<file path="config.mk">
export PLATFORM = sky130hd
export DESIGN_NAME = cqs_cell
export DESIGN_NICKNAME = d
export VERILOG_FILES = /design/src/rtl/cqs_pkg.sv /design/src/rtl/cqs_cell.sv
export SDC_FILE = /design/constraint.sdc
export NUM_CORES = 1
export LEC_CHECK = 0
export BUFFER_PORTS_ARGS = -buffer_cell sky130_fd_sc_hd__buf_2
export CAP_MARGIN = 20
export CORE_MARGIN = 2
export CORE_UTILIZATION = 50
export DETAILED_ROUTE_END_ITERATION = 10
export PLACE_DENSITY = 0.95
export SETUP_SLACK_MARGIN = 0.05
export SLEW_MARGIN = 25
export SYNTH_ARGS = -nofsm -noshare
export SYNTH_HDL_FRONTEND = slang
export SYNTH_SLANG_ARGS = --single-unit
</file>
<file path="constraint.sdc">
create_clock -name clk -period 7.85 [get_ports clk]
set_input_delay 1.57 -clock clk [delete_from_list [all_inputs] [get_ports clk]]
set_output_delay 1.57 -clock clk [all_outputs]
set_load 0.05 [all_outputs]
</file>
<file path="src/rtl/cqs_pkg.sv">
// shared types and constants for the conformal quantile select block
package cqs_pkg;

    localparam int SCORE_W = 32;
    localparam int ALPHA_W = 16;

    // reset value of the miscoverage level, about 0.1 in Q0.16
    localparam logic [ALPHA_W-1:0] ALPHA_RESET = 16'd6554;

    // 1.0 in Q0.16, one bit wider than alpha
    localparam logic [ALPHA_W:0] ONE_Q16 = 17'h10000;

    // rounding term that turns the shift by sixteen into a ceiling
    localparam logic [ALPHA_W-1:0] CEIL_ROUND = 16'hFFFF;

    // control word broadcast to every cell of the sorting chain
    typedef struct packed {
        logic               insert;
        logic               shift;
        logic [SCORE_W-1:0] score;
    } cell_ctrl_t;

endpackage

</file>
<file path="src/rtl/cqs_cell.sv">
// one cell of the sorted insertion chain
module cqs_cell
(
    input  logic                           clk,
    input  cqs_pkg::cell_ctrl_t            ctrl,
    input  logic                           occupied,
    input  logic                           prev_gt,
    input  logic [cqs_pkg::SCORE_W-1:0]    prev_value,
    input  logic [cqs_pkg::SCORE_W-1:0]    next_value,
    output logic [cqs_pkg::SCORE_W-1:0]    value,
    output logic                           gt
);

    logic [cqs_pkg::SCORE_W-1:0] value_reg;
    logic [cqs_pkg::SCORE_W-1:0] value_next;

    // an empty cell counts as larger than any score
    assign gt    = !occupied || (value_reg > ctrl.score);
    assign value = value_reg;

    // insert: keep, take the neighbor below, or take the new score
    // shift: move one place toward the head
    always_comb
    begin
        value_next = value_reg;
        if (ctrl.insert && gt)
        begin
            value_next = prev_gt ? prev_value : ctrl.score;
        end
        else if (ctrl.shift)
        begin
            value_next = next_value;
        end
    end

    always_ff @(posedge clk)
    begin
        value_reg <= value_next;
    end

endmodule

</file>
==> impl_metrics.csv <==
group,metric,value,unit
cts,cts_hold_buf,0,
cts,cts_resized,0,
run_status,status,"finished clean",
route,drtAntennaViolNets,0,
floorplanning,fp-row-count,26,
route,wl_per_cell,14.0,um
route,drt-total-wl,6440,um
synth,synth_edf_count,32,
place,place_congestion,0.855,
cts,root_buffer,"clkbuf_8",
route,first_iter_violations,101,
place,pre_cts_slack,2870,ps
synth,synthFlopType,"edfxtp_1",
timing,clock-skew-final,10.7,ps
cts,cts_buffer_depth,2,
timing,post-route-min-period,4960,ps
finish,area_delta_synth_final,29.3,%
pwr,power.leakage,1.83,nW
synth,synthArstFlopShare,0,
cts,cts_tree,"yes",
global_routing,first_global_vias,2455,
worst_setup_path,cp-end-kind,"output pin",
worst_hold_path,hold_path_class,"reg -> reg",
cts,clkTransAtPathRegs,70,ps
pwr,irDropWorstVdd,0.0938,mV
global_routing,grtUsageTotal,0.216,
timing,final_max_slew_viol_count,0,
timing,tns,0,ps
route,dr_total_vias,2384,
floorplanning,core,5140,um^2
synth,synth_cells,258,
timing,setup_violations,0,
place,place_inst,453,
synth,syn_area,2700,um^2
cts,insertion_delay,280,ps
floorplanning,start_util,0.524,
timing,hold_viol,0,
finish,finalNonFillerCells,461,
timing,fin_crit_sh,0.632,
global_routing,grt_first_pass_wirelength,10400,um
finish,final_layout_size_suffix_gt1_frac,0.460,
global_routing,overflow,0,
timing,worst_pin_slew,918,ps
timing,maxSlewHeadroom,0.388,
finish,finish.net_count,523,
place,hpwl,5200,um
synth,synth_cell_type_count,33,
route,firstDrtPassIters,4,
finish,final_util,0.678,
worst_setup_path,critPathKind,"in -> out",
route,drt-vias-per-instance,5.17,
cts,cts_buffers,5,
worst_setup_path,reg2reg_setup_slack,4180,ps
finish,largest_reg_flops,32,
pwr,pwr_density_cell,193,nW/um^2
timing,fin_ws,2890,ps
cts,clock_sinks,32,
synth,ys_seq_area_frac,0.357,
job,maxCapViolations,0,
finish,fillers,399,
place,numPortBuffers,133,
finish,antennaDiodeCount,0,
timing,rsz0062_at_grt,"false",
place,dpl_cell_area,3380,um^2
synth,yosysWarningCount,0,
floorplanning,die-area,5990,um^2
floorplanning,die_w,77.4,um
worst_setup_path,cp_data_required_time,6280,ps
worst_setup_path,crit_arrival,3390,ps
cts,cts_max_level,2,
global_routing,grt_max_degree,64,
worst_setup_path,critPathMaxFanout,2,
timing,fmax,202,MHz
worst_setup_path,setup.worst_path.start_class,"input port",
synth,yosys_register_bits,32,
synth,avgSynthCellArea,10.4,um^2
route,drc,0,
floorplanning,chipHeight,77.4,um
cts,postCtsSetupBuffers,0,
synth,syn_nets,391,
floorplanning,io_pins,134,
global_routing,antenna_found_initial,0,
finish,design_area,3480,um^2
-- where the power goes --
| part | internal (W) | switching [W] | total [W] |
|---|---|---|---|
| Clock | 0.0000942 | 0.0000620 | 0.000156 |
| Sequential | 0.000221 | 0.0000142 | 0.000235 |
| Combinational | 0.000106 | 0.000175 | 0.000281 |
-- Yosys cell counts, drive strengths merged, types with 2 or more instances --
cell    count  area [um^2]
mux2       33          480
a211oi      2         15.0
a21oi      13         65.1
edfxtp     32          961
nand3       3         15.0
nand2      38          143
clkbuf      7         26.3
ha         32          400
o21ai      34          170
or4b        2         23.8
buf         3         60.1
a21o        2         15.0
nor2        2         7.51
nand4       7         50.1
inv        33          124
-- critical path, cell delays in order --
cell and delay [ps]:
buf_2 70, inv_1 40, ha_1 280, nor2b_1 140
o211ai_1 150, a2111oi_0 110, or4b_1 560, a21oi_1 150
o21ai_0 90, buf_2 210
-- metrics by stage --
stage               hold slack, ps  total power (W)
floorplan                     1580         0.000450
global placement              1340         0.000510
detailed placement            1370         0.000521
CTS                           1380         0.000677
global route                  1450         0.000706
finish                        1370         0.000672
-- layer usage --
layer / track usage / part of all wire / wire (um) / vias up
met5: 0 / 0 / 0 / -
met4: 0.0857 / 0.022 / 143 / 0
met3: 0.0477 / 0.052 / 338 / 14
met2: 0.399 / 0.51 / 3280 / 89
met1: 0.240 / 0.42 / 2680 / 1087
li1: - / - / - / 1194
-- cells by family after synthesis --
kind of cell | Yosys count | synth area share
adders and majority gates | 32 | 0.149
muxes | 33 | 0.178
and+or+nand+nor | 58 | 0.105
AOI/OAI and AO/OA | 60 | 0.134
buffers and inverters | 43 | 0.0780
DFF | 32 | 0.357
-- layout make-up --
type,instances,area [um^2],area share
Multi-Input combinational cell,183,1520,0.437
Sequential cell,32,961,0.276
Timing Repair Buffer,135,681,0.195
Inverter,33,124,0.0355
Tap cell,70,87.6,0.0251
Clock buffer,6,72.6,0.0208
Clock inverter,2,35.0,0.0101
-- placed cells by master (no fill, tap or decap), types with 2 or more instances in the layout --
cell type / count
buf_4: 2
nand2_1: 38
mux2_4: 29
edfxtp_1: 32
clkbuf_8: 5
nand3_1: 3
a211oi_1: 2
a21o_1: 2
mux2_2: 4
ha_1: 32
o21ai_0: 34
buf_2: 133
nor2_1: 2
nand4_1: 6
inv_1: 33
a21oi_1: 13
-- worst paths after layout --
kind,startpoint,end,cells after the start
worst min-delay path,value[30],value[20],5
worst max-delay path,ctrl[1],gt,10
worst max register to register,value[14],value[0],8
worst min register to register,value[30],value[20],5
Power figures use the tool's default switching activity.
